### config.mk
export PLATFORM = sky130hd
export DESIGN_NAME = dda_line_pixel_generator_flat
export DESIGN_NICKNAME = d
export VERILOG_FILES = /design/src/design/dlpg_pkg.sv /design/src/design/dlpg_in_if.sv /design/src/design/dlpg_out_if.sv /design/src/design/dlpg_div.sv /design/src/design/dda_line_pixel_generator.sv /design/src/flat_wrapper.sv
export VERILOG_INCLUDE_DIRS = /design/src /design/src/design
export SDC_FILE = /design/constraint.sdc
export NUM_CORES = 1
export LEC_CHECK = 0
export ABC_AREA = 1
export BUFFER_PORTS_ARGS = -buffer_cell sky130_fd_sc_hd__buf_2
export CORE_MARGIN = 8
export CORE_UTILIZATION = 37
export DETAILED_ROUTE_END_ITERATION = 8
export PLACE_DENSITY = 0.55
export SLEW_MARGIN = 40
export SYNTH_ARGS = -nofsm -noshare
export SYNTH_HDL_FRONTEND = slang
export SYNTH_SLANG_ARGS = --single-unit
### constraint.sdc
create_clock -name clk -period 3.2 [get_ports clk]
set_input_delay 0.64 -clock clk [delete_from_list [all_inputs] [get_ports clk]]
set_output_delay 0.64 -clock clk [all_outputs]
set_load 0.02 [all_outputs]
### src/design/dda_line_pixel_generator_macros.svh
// assertion macros for the dda line pixel generator
`ifndef DDA_LINE_PIXEL_GENERATOR_MACROS_SVH
`define DDA_LINE_PIXEL_GENERATOR_MACROS_SVH

`ifndef SYNTHESIS

// expression must never hold outside reset
`define DLPG_ASSERT_NEVER(name, expr) \
	name: assert property (@(posedge clk) disable iff (!arst_n) !(expr)) \
		else $error("dlpg assertion failed");

// same-cycle implication
`define DLPG_ASSERT_IMPLIES(name, ante, cons) \
	name: assert property (@(posedge clk) disable iff (!arst_n) (ante) |-> (cons)) \
		else $error("dlpg assertion failed");

// next-cycle implication
`define DLPG_ASSERT_NEXT(name, ante, cons) \
	name: assert property (@(posedge clk) disable iff (!arst_n) (ante) |=> (cons)) \
		else $error("dlpg assertion failed");

`else

`define DLPG_ASSERT_NEVER(name, expr)
`define DLPG_ASSERT_IMPLIES(name, ante, cons)
`define DLPG_ASSERT_NEXT(name, ante, cons)

`endif

`endif

### src/design/dlpg_pkg.sv
`timescale 1ns / 1ps
// shared types, constants and microcode program of the dda line pixel generator
package dlpg_pkg;

	localparam int COORD_BITS_DEF = 10;
	localparam int FRAC_BITS_DEF  = 16;

	localparam int PC_BITS = 3;
	typedef logic [PC_BITS-1:0] pc_t;

	// microcode addresses
	localparam pc_t PC_IDLE      = 3'd0;
	localparam pc_t PC_SETUP     = 3'd1;
	localparam pc_t PC_DIV_FIRST = 3'd2;
	localparam pc_t PC_DIV_LOOP  = 3'd3;
	localparam pc_t PC_FINISH    = 3'd4;

	typedef enum logic [1:0] {
		JMP_NEXT   = 2'd0,
		JMP_ALWAYS = 2'd1,
		JMP_IDLE   = 2'd2,
		JMP_LOOP   = 2'd3
	} jmp_t;

	typedef struct packed {
		logic load;
		logic first;
		logic iter;
	} div_ctl_t;

	typedef struct packed {
		logic     accept;
		logic     setup;
		div_ctl_t div;
		logic     finish;
		jmp_t     jmp;
		pc_t      target;
	} ctl_word_t;

	// control store
	function automatic ctl_word_t ucode(pc_t pc);
		ctl_word_t w;
		w = '0;
		unique case (pc)
			PC_IDLE: begin
				w.accept = 1'b1;
				w.jmp    = JMP_IDLE;
				w.target = PC_IDLE;
			end
			PC_SETUP: begin
				w.setup    = 1'b1;
				w.div.load = 1'b1;
				w.jmp      = JMP_NEXT;
			end
			PC_DIV_FIRST: begin
				w.div.first = 1'b1;
				w.jmp       = JMP_NEXT;
			end
			PC_DIV_LOOP: begin
				w.div.iter = 1'b1;
				w.jmp      = JMP_LOOP;
				w.target   = PC_DIV_LOOP;
			end
			PC_FINISH: begin
				w.finish = 1'b1;
				w.jmp    = JMP_ALWAYS;
				w.target = PC_IDLE;
			end
			default: begin
				w.jmp    = JMP_ALWAYS;
				w.target = PC_IDLE;
			end
		endcase
		return w;
	endfunction

endpackage

### src/design/dlpg_in_if.sv
`timescale 1ns / 1ps
// request channel carrying line loads and pixel advances
interface dlpg_in_if #(
	parameter int COORD_BITS = dlpg_pkg::COORD_BITS_DEF
) ();
	logic                  valid;
	logic                  ready;
	logic                  action;
	logic [COORD_BITS-1:0] start_x;
	logic [COORD_BITS-1:0] start_y;
	logic [COORD_BITS-1:0] end_x;
	logic [COORD_BITS-1:0] end_y;

	modport source (output valid, action, start_x, start_y, end_x, end_y, input ready);
	modport sink   (input valid, action, start_x, start_y, end_x, end_y, output ready);
endinterface

### src/design/dlpg_out_if.sv
`timescale 1ns / 1ps
// pixel result channel
interface dlpg_out_if #(
	parameter int COORD_BITS = dlpg_pkg::COORD_BITS_DEF
) ();
	logic                  valid;
	logic                  ready;
	logic [COORD_BITS-1:0] pixel_x;
	logic [COORD_BITS-1:0] pixel_y;
	logic                  last;

	modport source (output valid, pixel_x, pixel_y, last, input ready);
	modport sink   (input valid, pixel_x, pixel_y, last, output ready);
endinterface

### src/design/dlpg_div.sv
`timescale 1ns / 1ps
// restoring divider, one quotient bit per cycle, yields floored signed increment
module dlpg_div #(
	parameter int COORD_BITS = dlpg_pkg::COORD_BITS_DEF,
	parameter int FRAC_BITS  = dlpg_pkg::FRAC_BITS_DEF
) (
	input  logic                   clk,
	input  dlpg_pkg::div_ctl_t     ctl,
	input  logic [COORD_BITS-1:0]  mag,
	input  logic                   neg,
	input  logic [COORD_BITS-1:0]  steps,
	output logic [FRAC_BITS+1:0]   inc
);

	logic [COORD_BITS-1:0] rem_q;
	logic [FRAC_BITS:0]    quo_q;
	logic                  neg_q;

	logic [COORD_BITS:0]   rem_sh;
	logic [COORD_BITS:0]   rem_diff;
	logic                  rem_ge;
	logic                  first_ge;
	logic [FRAC_BITS+1:0]  quo_ext;
	logic [FRAC_BITS+1:0]  quo_up;

	assign rem_sh   = {rem_q, 1'b0};
	assign rem_diff = rem_sh - {1'b0, steps};
	assign rem_ge   = rem_sh >= {1'b0, steps};
	assign first_ge = rem_q >= steps;

	always_ff @(posedge clk) begin
		if (ctl.load) begin
			rem_q <= mag;
			quo_q <= '0;
			neg_q <= neg;
		end else if (ctl.first) begin
			// magnitude never exceeds steps, so at most one subtraction here
			if (first_ge) begin
				rem_q <= rem_q - steps;
			end
			quo_q <= (FRAC_BITS+1)'(first_ge);
		end else if (ctl.iter) begin
			rem_q <= rem_ge ? rem_diff[COORD_BITS-1:0] : rem_sh[COORD_BITS-1:0];
			quo_q <= {quo_q[FRAC_BITS-1:0], rem_ge};
		end
	end

	// negative deltas round toward minus infinity
	assign quo_ext = {1'b0, quo_q};
	assign quo_up  = quo_ext + (FRAC_BITS+2)'(rem_q != '0);
	assign inc     = neg_q ? (~quo_up + (FRAC_BITS+2)'(1)) : quo_ext;

endmodule

### src/design/dda_line_pixel_generator.sv
`timescale 1ns / 1ps
// dda line rasterizer top level: microcoded load sequence and pixel stepping
`include "dda_line_pixel_generator_macros.svh"

// A load request (action 0) takes the two endpoints and keeps the block busy from
// its own accept cycle on: one setup step, then a restoring divide that produces
// one increment bit per cycle for x and y together, then a step that commits the
// increments. During that time no request is accepted. An advance request
// (action 1), while a line is active, places one pixel in the output register, so
// pixels stream at one per cycle as long as the consumer takes them. A line of N
// steps gives N pixels from the start point up to but not including the end
// point, the last one flagged; a zero-length line gives its start pixel once. An
// advance with no active line is accepted and gives nothing.
module dda_line_pixel_generator #(
	parameter int COORD_BITS = dlpg_pkg::COORD_BITS_DEF,
	parameter int FRAC_BITS  = dlpg_pkg::FRAC_BITS_DEF
) (
	input  logic        clk,
	input  logic        arst_n,
	dlpg_in_if.sink     in_ch,
	dlpg_out_if.source  out_ch
);

	localparam int ACC_BITS  = COORD_BITS + FRAC_BITS;
	localparam int INC_BITS  = FRAC_BITS + 2;
	localparam int STEP_BITS = COORD_BITS + 1;
	localparam int CNT_BITS  = $clog2(FRAC_BITS + 1);

	dlpg_pkg::pc_t       pc_q;
	dlpg_pkg::pc_t       pc_next;
	dlpg_pkg::ctl_word_t ctl;
	logic                jump;

	logic [CNT_BITS-1:0] cnt_q;

	logic [COORD_BITS-1:0] sx_q, sy_q, ex_q, ey_q;
	logic [COORD_BITS-1:0] steps_q;

	logic [ACC_BITS-1:0]  x_acc_q, y_acc_q;
	logic [INC_BITS-1:0]  x_inc_q, y_inc_q;
	logic [STEP_BITS-1:0] steps_left_q;
	logic                 active_q;

	logic                  out_valid_q;
	logic [COORD_BITS-1:0] pixel_x_q, pixel_y_q;
	logic                  last_q;

	logic in_acc;
	logic load_acc;
	logic emit;

	logic [COORD_BITS:0]   dx, dy;
	logic [COORD_BITS:0]   dx_abs, dy_abs;
	logic [COORD_BITS-1:0] adx, ady, steps_max;

	logic [INC_BITS-1:0] x_div_inc, y_div_inc;
	logic                steps_zero;

	logic [ACC_BITS-1:0] x_inc_ext, y_inc_ext;
	logic [ACC_BITS-1:0] x_ceil, y_ceil;

	// sequencer
	assign ctl = dlpg_pkg::ucode(pc_q);

	assign in_ch.ready = ctl.accept && (!out_valid_q || out_ch.ready);
	assign in_acc      = in_ch.valid && in_ch.ready;
	assign load_acc    = in_acc && !in_ch.action;
	assign emit        = in_acc && in_ch.action && active_q;

	always_comb begin
		case (ctl.jmp)
			dlpg_pkg::JMP_ALWAYS: jump = 1'b1;
			dlpg_pkg::JMP_IDLE:   jump = !load_acc;
			dlpg_pkg::JMP_LOOP:   jump = cnt_q != CNT_BITS'(1);
			default:              jump = 1'b0;
		endcase
		pc_next = jump ? ctl.target : pc_q + dlpg_pkg::pc_t'(1);
	end

	always_ff @(posedge clk or negedge arst_n) begin
		if (!arst_n) begin
			pc_q <= dlpg_pkg::PC_IDLE;
		end else begin
			pc_q <= pc_next;
		end
	end

	always_ff @(posedge clk) begin
		if (ctl.setup) begin
			cnt_q <= CNT_BITS'(FRAC_BITS);
		end else if (ctl.div.iter) begin
			cnt_q <= cnt_q - CNT_BITS'(1);
		end
	end

	// setup: deltas, magnitudes and step count
	assign dx        = {1'b0, ex_q} - {1'b0, sx_q};
	assign dy        = {1'b0, ey_q} - {1'b0, sy_q};
	assign dx_abs    = dx[COORD_BITS] ? (~dx + (COORD_BITS+1)'(1)) : dx;
	assign dy_abs    = dy[COORD_BITS] ? (~dy + (COORD_BITS+1)'(1)) : dy;
	assign adx       = dx_abs[COORD_BITS-1:0];
	assign ady       = dy_abs[COORD_BITS-1:0];
	assign steps_max = (adx > ady) ? adx : ady;

	// divisor is taken from the step count registered at setup
	dlpg_div #(
		.COORD_BITS (COORD_BITS),
		.FRAC_BITS  (FRAC_BITS)
	) u_div_x (
		.clk   (clk),
		.ctl   (ctl.div),
		.mag   (adx),
		.neg   (dx[COORD_BITS]),
		.steps (steps_q),
		.inc   (x_div_inc)
	);

	dlpg_div #(
		.COORD_BITS (COORD_BITS),
		.FRAC_BITS  (FRAC_BITS)
	) u_div_y (
		.clk   (clk),
		.ctl   (ctl.div),
		.mag   (ady),
		.neg   (dy[COORD_BITS]),
		.steps (steps_q),
		.inc   (y_div_inc)
	);

	assign steps_zero = steps_q == '0;

	// stepping datapath
	assign x_inc_ext = {{(ACC_BITS-INC_BITS){x_inc_q[INC_BITS-1]}}, x_inc_q};
	assign y_inc_ext = {{(ACC_BITS-INC_BITS){y_inc_q[INC_BITS-1]}}, y_inc_q};
	assign x_ceil    = x_acc_q + ACC_BITS'((1 << FRAC_BITS) - 1);
	assign y_ceil    = y_acc_q + ACC_BITS'((1 << FRAC_BITS) - 1);

	always_ff @(posedge clk) begin
		if (load_acc) begin
			sx_q <= in_ch.start_x;
			sy_q <= in_ch.start_y;
			ex_q <= in_ch.end_x;
			ey_q <= in_ch.end_y;
		end
		if (ctl.setup) begin
			steps_q <= steps_max;
			x_acc_q <= {sx_q, {FRAC_BITS{1'b0}}};
			y_acc_q <= {sy_q, {FRAC_BITS{1'b0}}};
		end else if (emit) begin
			x_acc_q <= x_acc_q + x_inc_ext;
			y_acc_q <= y_acc_q + y_inc_ext;
		end
		if (ctl.finish) begin
			x_inc_q <= steps_zero ? '0 : x_div_inc;
			y_inc_q <= steps_zero ? '0 : y_div_inc;
		end
		if (emit) begin
			pixel_x_q <= x_ceil[ACC_BITS-1:FRAC_BITS];
			pixel_y_q <= y_ceil[ACC_BITS-1:FRAC_BITS];
			last_q    <= steps_left_q == STEP_BITS'(1);
		end
	end

	always_ff @(posedge clk or negedge arst_n) begin
		if (!arst_n) begin
			steps_left_q <= '0;
			active_q     <= 1'b0;
			out_valid_q  <= 1'b0;
		end else begin
			if (ctl.finish) begin
				// zero-length line still gives its start pixel
				steps_left_q <= steps_zero ? STEP_BITS'(1) : {1'b0, steps_q};
				active_q     <= 1'b1;
			end else if (emit) begin
				steps_left_q <= steps_left_q - STEP_BITS'(1);
				if (steps_left_q == STEP_BITS'(1)) begin
					active_q <= 1'b0;
				end
			end
			if (emit) begin
				out_valid_q <= 1'b1;
			end else if (out_ch.ready) begin
				out_valid_q <= 1'b0;
			end
		end
	end

	assign out_ch.valid   = out_valid_q;
	assign out_ch.pixel_x = pixel_x_q;
	assign out_ch.pixel_y = pixel_y_q;
	assign out_ch.last    = last_q;

	`DLPG_ASSERT_NEVER(a_active_has_steps, active_q && steps_left_q == '0)
	`DLPG_ASSERT_IMPLIES(a_loop_cnt_live, pc_q == dlpg_pkg::PC_DIV_LOOP, cnt_q != '0)
	`DLPG_ASSERT_NEXT(a_emit_valid, emit, out_valid_q && (last_q == !active_q))

endmodule
### src/flat_wrapper.sv
// flat-port wrapper written by rule: the top's interface ports become plain ports
module dda_line_pixel_generator_flat 
#(
	parameter int COORD_BITS = dlpg_pkg::COORD_BITS_DEF,
	parameter int FRAC_BITS  = dlpg_pkg::FRAC_BITS_DEF
)
  (clk, arst_n, in_ch_valid, in_ch_action, in_ch_start_x, in_ch_start_y, in_ch_end_x, in_ch_end_y, in_ch_ready, out_ch_valid, out_ch_pixel_x, out_ch_pixel_y, out_ch_last, out_ch_ready);
  dlpg_in_if #(.COORD_BITS(COORD_BITS)) in_ch_i ();
  dlpg_out_if #(.COORD_BITS(COORD_BITS)) out_ch_i ();
  input  logic clk;
  input  logic arst_n;
  input wire logic [$bits(in_ch_i.valid)-1:0] in_ch_valid;
  input wire logic [$bits(in_ch_i.action)-1:0] in_ch_action;
  input wire logic [$bits(in_ch_i.start_x)-1:0] in_ch_start_x;
  input wire logic [$bits(in_ch_i.start_y)-1:0] in_ch_start_y;
  input wire logic [$bits(in_ch_i.end_x)-1:0] in_ch_end_x;
  input wire logic [$bits(in_ch_i.end_y)-1:0] in_ch_end_y;
  output wire logic [$bits(in_ch_i.ready)-1:0] in_ch_ready;
  output wire logic [$bits(out_ch_i.valid)-1:0] out_ch_valid;
  output wire logic [$bits(out_ch_i.pixel_x)-1:0] out_ch_pixel_x;
  output wire logic [$bits(out_ch_i.pixel_y)-1:0] out_ch_pixel_y;
  output wire logic [$bits(out_ch_i.last)-1:0] out_ch_last;
  input wire logic [$bits(out_ch_i.ready)-1:0] out_ch_ready;
  assign in_ch_i.valid = in_ch_valid;
  assign in_ch_i.action = in_ch_action;
  assign in_ch_i.start_x = in_ch_start_x;
  assign in_ch_i.start_y = in_ch_start_y;
  assign in_ch_i.end_x = in_ch_end_x;
  assign in_ch_i.end_y = in_ch_end_y;
  assign in_ch_ready = in_ch_i.ready;
  assign out_ch_valid = out_ch_i.valid;
  assign out_ch_pixel_x = out_ch_i.pixel_x;
  assign out_ch_pixel_y = out_ch_i.pixel_y;
  assign out_ch_last = out_ch_i.last;
  assign out_ch_i.ready = out_ch_ready;
  dda_line_pixel_generator #(.COORD_BITS(COORD_BITS), .FRAC_BITS(FRAC_BITS)) u_core (.clk(clk), .arst_n(arst_n), .in_ch(in_ch_i), .out_ch(out_ch_i));
endmodule
* Word-level counts from Yosys, hierarchy flattened *
Cells that the tools add are included.

storage, ports and cells
  bits in registers = 236
  input bits = 45
  output and inout port bits = 23
  logic and storage cells = 136

operators by class
  $add $sub $neg = 19
  magnitude comparators = 5
  equal/unequal tests = 11
  mux-type cells = 40
  bitwise gates (word level) = 6
  reductions and logical operators = 26

operators with widths
  operator                                               number
  2-to-1 mux 10 bit                                      14
  2-to-1 mux 26 bit                                      4
  adder 26 x 16 -> 26 bit (second input constant)        2
  adder 26 bit                                           2
  subtractor 10 bit                                      4
  adder 17 x 1 -> 18 bit                                 2
  adder 18 x 1 -> 18 bit (second input constant)         2
  inverter 18 bit                                        2
  2-to-1 mux 17 bit                                      2
  greater-or-equal comparator 11 x 10 -> 1 bit           2
  2-to-1 mux 11 bit                                      2
  subtractor 10 x 10 -> 11 bit                           2
  adder 10 x 1 -> 10 bit (second input constant)         2
  greater-or-equal comparator 10 bit                     2
  inverter 10 bit                                        2
  nonzero test 10 bit                                    2
  2-to-1 mux 1 bit                                       13
  equality test 11 x 1 -> 1 bit (second input constant)  1
  subtractor 11 x 1 -> 11 bit (second input constant)    1
  > comparator 10 bit                                    1
  zero test 10 bit                                       1
  nonzero test 2 bit                                     5
  OR reduction 2 bit                                     4
  equality test 3 x 2 -> 1 bit (second input constant)   2
  19 further kinds                                       31

* Longest topological paths before layout *
Gate-level depths: netlist of run 1.

  depth after elaboration = 8
  gate-level depth with buffers = 27
  gate-level depth less buffers = 26

* By module *
Synthesis of run 1 repeated with hierarchy kept, for this count alone.

second synthesis, totals
  cells, all modules = 2595
  area total of the unflattened synthesis = 18472.7 µm²

by module, submodules not included
  module                     times used  cells each  area an instance (µm²)  sequential area each (µm²)
  dda_line_pixel_generator   1           1501        11873.9                 4954.8
  dlpg_div (u_core.u_div_x)  1           548         3329.4                  670.6
  dlpg_div (u_core.u_div_y)  1           546         3269.4                  670.6

* Least setup slack after synthesis of run 1 *
OpenSTA, ideal clock, no wires.

  path type = reg-to-reg
  from = register u_core.ex_q[0]
  to = register u_core.steps_q[1] (data pin)
  library setup time = 0.267 ns
  data arrival time = 3.230 ns
  required time = 2.933 ns
  setup slack = -0.297 ns
  stages on the path, launching flop included = 25
  path buffers = 1
  clock period less this slack = 3.497 ns
  path through = edfxtp_1 > inv_1 > ha_1 > inv_1 > fa_1 > inv_1 > nand2_1 > and2_1 > nor3_1 > nand3_1 > nor2_1 > nand2_1 > nand2_1 > nand2_1 > nand2_1 > inv_1 > ha_1 > nand2_1 > nor2_1 > o211ai_1 > o2111ai_1 > nand2_1 > inv_1 > clkbuf_1 > o21ai_0

on the way
  cells in the longest elaborated chain, start to end = 6

ends and longest elaborated chain
  element                           line                             text
  from (decl)                       dda_line_pixel_generator.sv:36   logic [COORD_BITS-1:0] sx_q, sy_q, ex_q, ey_q;
  from (signal assigned)            dda_line_pixel_generator.sv:142  ex_q <= in_ch.end_x;
  subtractor 10 x 10 -> 11 bit (*)  dda_line_pixel_generator.sv:97   assign dx = {1'b0, ex_q} - {1'b0, sx_q};
  inverter 10 bit                   dda_line_pixel_generator.sv:99   assign dx_abs = dx[COORD_BITS] ? (~dx + (COORD_BITS+1)'(1)) : dx;
  adder 10 x 1 -> 10 bit            dda_line_pixel_generator.sv:99
  2-to-1 mux 10 bit (*)             dda_line_pixel_generator.sv:99
  > comparator 10 bit               dda_line_pixel_generator.sv:103  assign steps_max = (adx > ady) ? adx : ady;
  2-to-1 mux 10 bit (*)             dda_line_pixel_generator.sv:103
  net u_core.steps_max[1]           dda_line_pixel_generator.sv:54   logic [COORD_BITS-1:0] adx, ady, steps_max;
  to (signal assigned)              dda_line_pixel_generator.sv:146  steps_q <= steps_max;
  to (decl)                         dda_line_pixel_generator.sv:37   logic [COORD_BITS-1:0] steps_q;

Mark *: on every way through the listed nets, which the timed path passes. The rest lies on a longest branch.
A chain may end at the register's enable or synchronous reset.

* Final worst setup path of run 1 *
  from = register u_core.sy_q[0]
  to = register u_core.steps_q[6] (data pin)

on the way
  cells in the longest elaborated chain, start to end = 6

ends and longest elaborated chain
  element                           line                             text
  from (decl)                       dda_line_pixel_generator.sv:36
  from (signal assigned)            dda_line_pixel_generator.sv:141  sy_q <= in_ch.start_y;
  subtractor 10 x 10 -> 11 bit (*)  dda_line_pixel_generator.sv:98   assign dy = {1'b0, ey_q} - {1'b0, sy_q};
  inverter 10 bit                   dda_line_pixel_generator.sv:100  assign dy_abs = dy[COORD_BITS] ? (~dy + (COORD_BITS+1)'(1)) : dy;
  adder 10 x 1 -> 10 bit            dda_line_pixel_generator.sv:100
  2-to-1 mux 10 bit (*)             dda_line_pixel_generator.sv:100
  > comparator 10 bit               dda_line_pixel_generator.sv:103
  2-to-1 mux 10 bit (*)             dda_line_pixel_generator.sv:103
  net u_core.steps_max[6]           dda_line_pixel_generator.sv:54

Marked as above.

==> results of run 1 <==
layout make-up:
class	instances	area (µm²)
inverters	368	1390
well taps	622	778
flip-flops and latches	236	6300
multi-input cells	1923	10600
clock buffers	38	812
clock inverters	20	210
repair buffers	250	1770
diodes	1	2.50
fillers	4999	26800
critical path, delay by kind of cell (launching register included):
kind | cells | cell delay (ns)
compound gates | 2 | 0.17
xor+xnor | 1 | 0.16
fa+ha+maj | 4 | 1.07
buf+inv | 6 | 0.52
flops | 1 | 0.41
simple gates | 10 | 0.81
kinds of logic (layout without fill, tap and decap cells):
kind of cell / Yosys count / count (layout) / share of synthesized area (%)
buf+inv: 413 / 676 / 8.68
xor+xnor: 79 / 79 / 3.82
fa+ha+maj: 145 / 145 / 10.3
flops: 236 / 236 / 34.8
simple gates: 1277 / 1277 / 29.7
other cells: 0 / 1 / 0
compound gates: 422 / 422 / 12.7
through the flow:
stage	utilization, %	std cells	setup WS, ns	total power, mW
after floorplan	-	2572	-0.0116	12.6
after global placement	41.8	3377	-0.239	16.2
after detailed placement	41.8	3377	-0.250	16.3
after CTS	44.4	3449	-0.192	20.2
after global routing	44.9	3458	-0.470	22.4
final	44.9	3458	-0.205	20.6
layout by cell type (no fill, tap or decap), types with 7 or more instances in the layout:
cell         n
edfxtp_1   149
nor2_4      11
nor3_1      29
dfxtp_1     71
nand2_1    717
nor2_2      17
o22ai_1     11
o21ai_1     10
o21bai_1    15
ha_1       128
nand2_2     28
xor2_1      49
nand3_1    186
a21oi_1    159
o221ai_1     7
nand4_1     45
a21o_1      12
inv_2       15
clkinv_2     9
dfrtp_1     16
buf_2       67
nand3b_1    11
nor4_1       9
nor2_1     194
o21ai_0    171
inv_1      349
clkbuf_16   31
xnor2_1     28
buf_4      174
a31oi_1     11
state kept, by name, summed over array words and instances, names as in the netlist, 10 cells and up:
name	cells
u_core.u_div_y.quo_q	17
u_core.steps_left_q	11
u_core.y_inc_q	18
u_core.steps_q	10
u_core.y_acc_q	26
u_core.u_div_x.quo_q	17
u_core.x_acc_q	26
u_core.u_div_x.rem_q	10
u_core.ey_q	10
u_core.ex_q	10
u_core.sy_q	10
u_core.out_ch.pixel_x	10
u_core.out_ch.pixel_y	10
u_core.u_div_y.rem_q	10
u_core.x_inc_q	18
u_core.sx_q	10
routing by layer:
metal	track usage (%)	vias up	part of all wire [%]	wire, µm
met5	0	-	0.023	13
met4	5.73	2	2.9	1630
met3	2.72	94	5.3	2930
met2	30.9	436	44	24400
met1	26.8	7973	48	26700
li1	-	8997	-	-
power by group through the flow:
stage / logic (mW) / clock network (mW) / registers (mW)
final: 12.1 / 3.48 / 4.97
after global routing: 13.7 / 3.69 / 5.06
after CTS: 11.6 / 3.59 / 4.95
after detailed placement: 11.3 / 0 / 4.98
after global placement: 11.2 / 0 / 4.97
after floorplan: 7.65 / 0 / 4.91
worst max-delay path by stage:
stage,startpoint,to,slack [ns],cells after the start
6_report,u_core.sy_q[0],u_core.steps_q[6],-0.20,23
5_1_grt,u_core.ey_q[0],u_core.steps_q[6],-0.47,25
4_1_cts,u_core.sy_q[0],u_core.steps_q[9],-0.19,23
3_5_place_dp,u_core.sy_q[0],u_core.steps_q[1],-0.25,22
3_3_place_gp,u_core.u_div_y.rem_q[7],u_core.y_inc_q[16],-0.24,19
2_1_floorplan,u_core.sy_q[0],u_core.steps_q[4],-0.01,24
what timing repair did:
item                                   4_1_cts  5_1_grt
pin swaps                                   24       48
endpoints found under the hold margin       16        0
setup buffers                               14       11
gates resized for setup                     29       59
setup endpoints to repair                   20       28
hold buffers                                 1        0
==> results.json, run 1 <==
{
  "run_status": "complete, but fails checks",
  "violations": "setup timing",
  "p_clk_share_pct": 16.9,
  "synth_cells": 2572,
  "hp-start": "in_ch_end_y[3]",
  "drc": 0,
  "rsz0062_at_grt": "yes",
  "die_area_um2": 56300,
  "placed_cell_area_um2": 20400,
  "cts_tree": "built",
  "drt_first_pass_iters": 7,
  "pwr-share-comb_pct": 59.0,
  "synth_area_um2": 18100,
  "yosys.area.top_type": "edfxtp_1",
  "syn2layout_area_growth_pct": 20.6,
  "whs_path_depth": 1,
  "final_area_um2": 21800,
  "portBuffers": 67,
  "worstSetupPathType": "flip-flop to flip-flop",
  "path_clk_slew_ns": 0.06,
  "critPathArrivalTime_ns": 3.75,
  "critPathRequiredTime_ns": 3.55,
  "yosys_warnings": 0,
  "worstHoldPathType": "input port to flip-flop",
  "antenna_left": 0,
  "reg2reg_slack_ns": -0.20,
  "synth_area_leaders": "edfxtp_1 25%, nand2_1 15%, ha_1 9.5%",
  "die_w_um": 237,
  "synth_commonest_cells": "739 x nand2_1, 360 x inv_1, 208 x nor2_1",
  "p_seq_share_pct": 24.1,
  "r2r-end": "u_core.steps_q[6]",
  "worstHoldEndpoint": "u_core.ey_q[3]",
  "drt-wirelength-per-cell_um": 16.1,
  "grt_max_degree": 72,
  "routed_wirelength_mm": 55.6,
  "hold_viol": 0,
  "synth-seq-area-share_pct": 34.8,
  "rows": 81,
  "fin_worst_skew_ns": 0.0150,
  "ys_ff_latch": 236,
  "drive_above_1_share_pct": 14.7,
  "die_h_um": 237,
  "cts_root_buf": "clkbuf_16",
  "clk_latency_ns": 0.58,
  "ys_async_sr_fraction_pct": 6.78,
  "reg2reg_depth": 23,
  "end_kind": "flip-flop",
  "numCtsBuffers": 31,
  "synth_most_common_cell": "nand2_1",
  "cpMaxStageDelayCell": "fa_2",
  "pin_count": 68,
  "p_switching_mw": 9.37,
  "yosys_most_used_dff": "edfxtp_1",
  "worstMarginPinSlew_ns": 0.704,
  "relSlewSlack_pct": 53.0,
  "p_per_area_nw_per_um2": 943,
  "switching_share_pct": 45.5,
  "layout.nets": 3000,
  "yosysUniqueCellTypes": 47,
  "clockBufferDepth": 3,
  "worstPathCellList": "ha_2, inv_2, fa_2, inv_2, ha_4, inv_2, nor2_2, nand3_2, nor2_2, nand2_1, nand2_2, xor2_2, inv_1, ha_1, nand2_2, nor2_4, o211ai_1, o2111ai_1, nand2_2, buf_6, buf_6, nand2_2, nand2_2",
  "leakage_nw": 10.4,
  "synth-edff-count": 149,
  "vias": 17500,
  "core-area_um2": 48600,
  "startpoint_type": "flip-flop",
  "slew_viol_final": 0,
  "max_cap_viol_count": 0,
  "via_per_inst": 5.06,
  "irDropWorstVdd_uv": 584,
  "timing.final.crit_share_pct": 106,
  "start_util_pct": 37.2,
  "tns_ns": -1.80,
  "critPathMaxFanout": 6,
  "critPathMostFrequentCell": "nand2_2",
  "grt_usage_pct": 19.3,
  "clock.fmax_mhz": 294,
  "timing.hold.ws_ns": 0.237,
  "dpl.hpwl_mm": 44.0,
  "grt-ovfl-total": 0,
  "min_period_ns": 3.40,
  "grt_first_pass_wirelength_mm": 88.8,
  "r2r_start": "u_core.sy_q[0]",
  "first_iter_violations": 1155,
  "internal_power_mw": 11.2,
  "htreeDepth": 1,
  "syn_nets": 2762,
  "gp_congestion": 0.920,
  "avgSynthCellArea_um2": 7.04,
  "critical_path.max_stage_delay_ns": 0.46,
  "synth_top_cell_area_share_pct": 24.7,
  "antenna_found_initial": 3,
  "final-setup-viol-count": 10,
  "clock-sinks": 236,
  "grt_pass1_vias": 16700,
  "fin_ws_ns": -0.205
}
Note: power is estimated with default switching activity, not from simulation.
==> inputs of run 2 (changes only) <==
Settings changed: CORE_MARGIN 8 to not set.
==> run 2 against run 1 <==
The run still ends with setup timing left. Worst hold slack got worse by 0.017 ns. Die area fell by 11%. Register-to-register slack better by 0.02 ns. Core utilization increased by 0.84 points. Non-clock buffer count is 4 higher. Largest power group unchanged.
==> results.json, run 2 (synthesized netlist as in run 1, its figures left out) <==
{
  "min_period_ns": 3.38,
  "power_mw": 20.7,
  "gp_congestion": 0.902,
  "largestRegisters": "u_core.x_acc_q (26), u_core.y_acc_q (26)",
  "via_per_inst": 5.06,
  "highest_layer": "met4",
  "antenna_found_initial": 0,
  "start_util_pct": 37.7,
  "timing.hold.ws_ns": 0.220,
  "pin_count": 68,
  "antenna_cells": 0,
  "critPathMaxFanout": 6,
  "critPathArrivalTime_ns": 3.71,
  "cts_root_buf": "clkbuf_16",
  "portBuffers": 67,
  "wl_met3_mm": 2.48,
  "first_iter_violations": 1210,
  "critPathRequiredTime_ns": 3.53,
  "layout.nets": 3004,
  "die_h_um": 223,
  "clk_latency_ns": 0.59,
  "dpl.hpwl_mm": 43.0,
  "violations": "setup timing",
  "wl_met2_mm": 24.6,
  "die_area_um2": 49900,
  "run_status": "complete, but fails checks",
  "worstMarginPinSlew_ns": 0.758,
  "worstHoldPathType": "input port to flip-flop",
  "core-area_um2": 48000,
  "numCtsBuffers": 30,
  "drt_first_pass_iters": 5,
  "irDropWorstVdd_uv": 522,
  "final-setup-viol-count": 10,
  "final_core_util_pct": 45.8,
  "wl_met1_mm": 27.1,
  "worstSetupPathType": "flip-flop to flip-flop",
  "startpoint_type": "flip-flop",
  "htreeDepth": 1,
  "clock-sinks": 236,
  "rsz0062_at_grt": "yes",
  "path_clk_slew_ns": 0.07,
  "grt-ovfl-total": 0,
  "cts_tree": "built",
  "grt_usage_pct": 21.7,
  "drc": 0,
  "fin_ws_ns": -0.185,
  "leakage_nw": 10.5,
  "clockBufferDepth": 3,
  "slew_viol_final": 0,
  "layout_common_cells": "719 x nand2_1, 348 x inv_1, 193 x nor2_1",
  "relSlewSlack_pct": 49.5,
  "vias": 17500,
  "final_common_cell": "nand2_1",
  "hold_viol": 0,
  "rows": 80,
  "grt_max_degree": 64,
  "max_cap_viol_count": 0,
  "antenna_left": 0,
  "tns_ns": -1.36,
  "grt_pass1_vias": 16300,
  "grt_first_pass_wirelength_mm": 86.9,
  "p_per_area_nw_per_um2": 942,
  "placed_cell_area_um2": 20400,
  "drt-wirelength-per-cell_um": 16.0,
  "routed_wirelength_mm": 55.2,
  "end_kind": "flip-flop",
  "fin_worst_skew_ns": 0.0235,
  "timing.final.crit_share_pct": 106,
  "drive_above_1_share_pct": 15.2,
  "die_w_um": 223,
  "final_area_um2": 22000,
  "syn2layout_area_growth_pct": 21.3,
  "clock.fmax_mhz": 295
}
run 2: power by group:
part | internal (mW) | switching, mW | total (mW) | leakage (nW)
Combinational | 4.64 | 7.40 | 12.0 | 7.76
Clock | 2.29 | 1.41 | 3.70 | 0.542
Sequential | 4.38 | 0.576 | 4.96 | 2.16
run 2: routing by layer:
layer  global-route usage (%)  up-vias
li1                         -     9000
met1                     31.2     8020
met2                     35.2      383
met3                     2.34       56
met4                     4.24        0
met5                        0        -
run 2: critical path: stages, from the launching register on:
cell and delay (ns):
edfxtp_1 0.35, inv_1 0.07, ha_2 0.16, inv_2 0.04
fa_2 0.39, nand3_2 0.09, nand2_2 0.07, nand2_1 0.08
nand2_1 0.06, nand2_1 0.08, nand2_2 0.08, inv_4 0.11
buf_4 0.11, nand2_2 0.07, xor2_2 0.17, inv_1 0.06
ha_1 0.33, nand2_4 0.07, nor2_2 0.04, o211ai_1 0.08
o2111ai_2 0.16, nand2_4 0.17, clkinvlp_4 0.15, nand2_1 0.08
nand2_1 0.05
run 2: final timing paths:
kind                                    start                      to  slack, ns  cells after the start
min                          in_ch_start_y[5]          u_core.sy_q[5]       0.22                      1
min reg2reg                u_core.x_acc_q[15]      u_core.x_acc_q[15]       0.47                      2
max                            u_core.ey_q[0]       u_core.steps_q[6]      -0.18                     24
max reg2reg                    u_core.ey_q[0]       u_core.steps_q[6]      -0.18                     24
min in group asynchronous              arst_n  u_core.steps_left_q[6]       0.52                      2
max in group asynchronous              arst_n          u_core.pc_q[1]       2.40                      2
run 2: repair_timing:
item,in CTS,in global routing
hold buffers,1,0
gates cloned,0,1
gates resized for setup,34,53
endpoints found under the setup margin,12,30
pin swaps,28,50
setup buffers,16,10
endpoints found under the hold margin,16,0
run 2: layout make-up:
cell class              count  area, µm²
clock buffers              44        948
clock inverters            12        144
fillers                  4902      26100
inverters                 368       1390
multi-input cells        1923      10600
flip-flops and latches    236       6300
well taps                 615        769
repair buffers            254       1790
repair inverters            1       7.51
run 2: stage by stage:
step	std cells	worst slack, ns
3_5_place_dp	3371	-0.200
6_report	3453	-0.185
2_1_floorplan	2572	-0.0116
5_1_grt	3453	-0.409
3_3_place_gp	3371	-0.113
4_1_cts	3444	-0.128
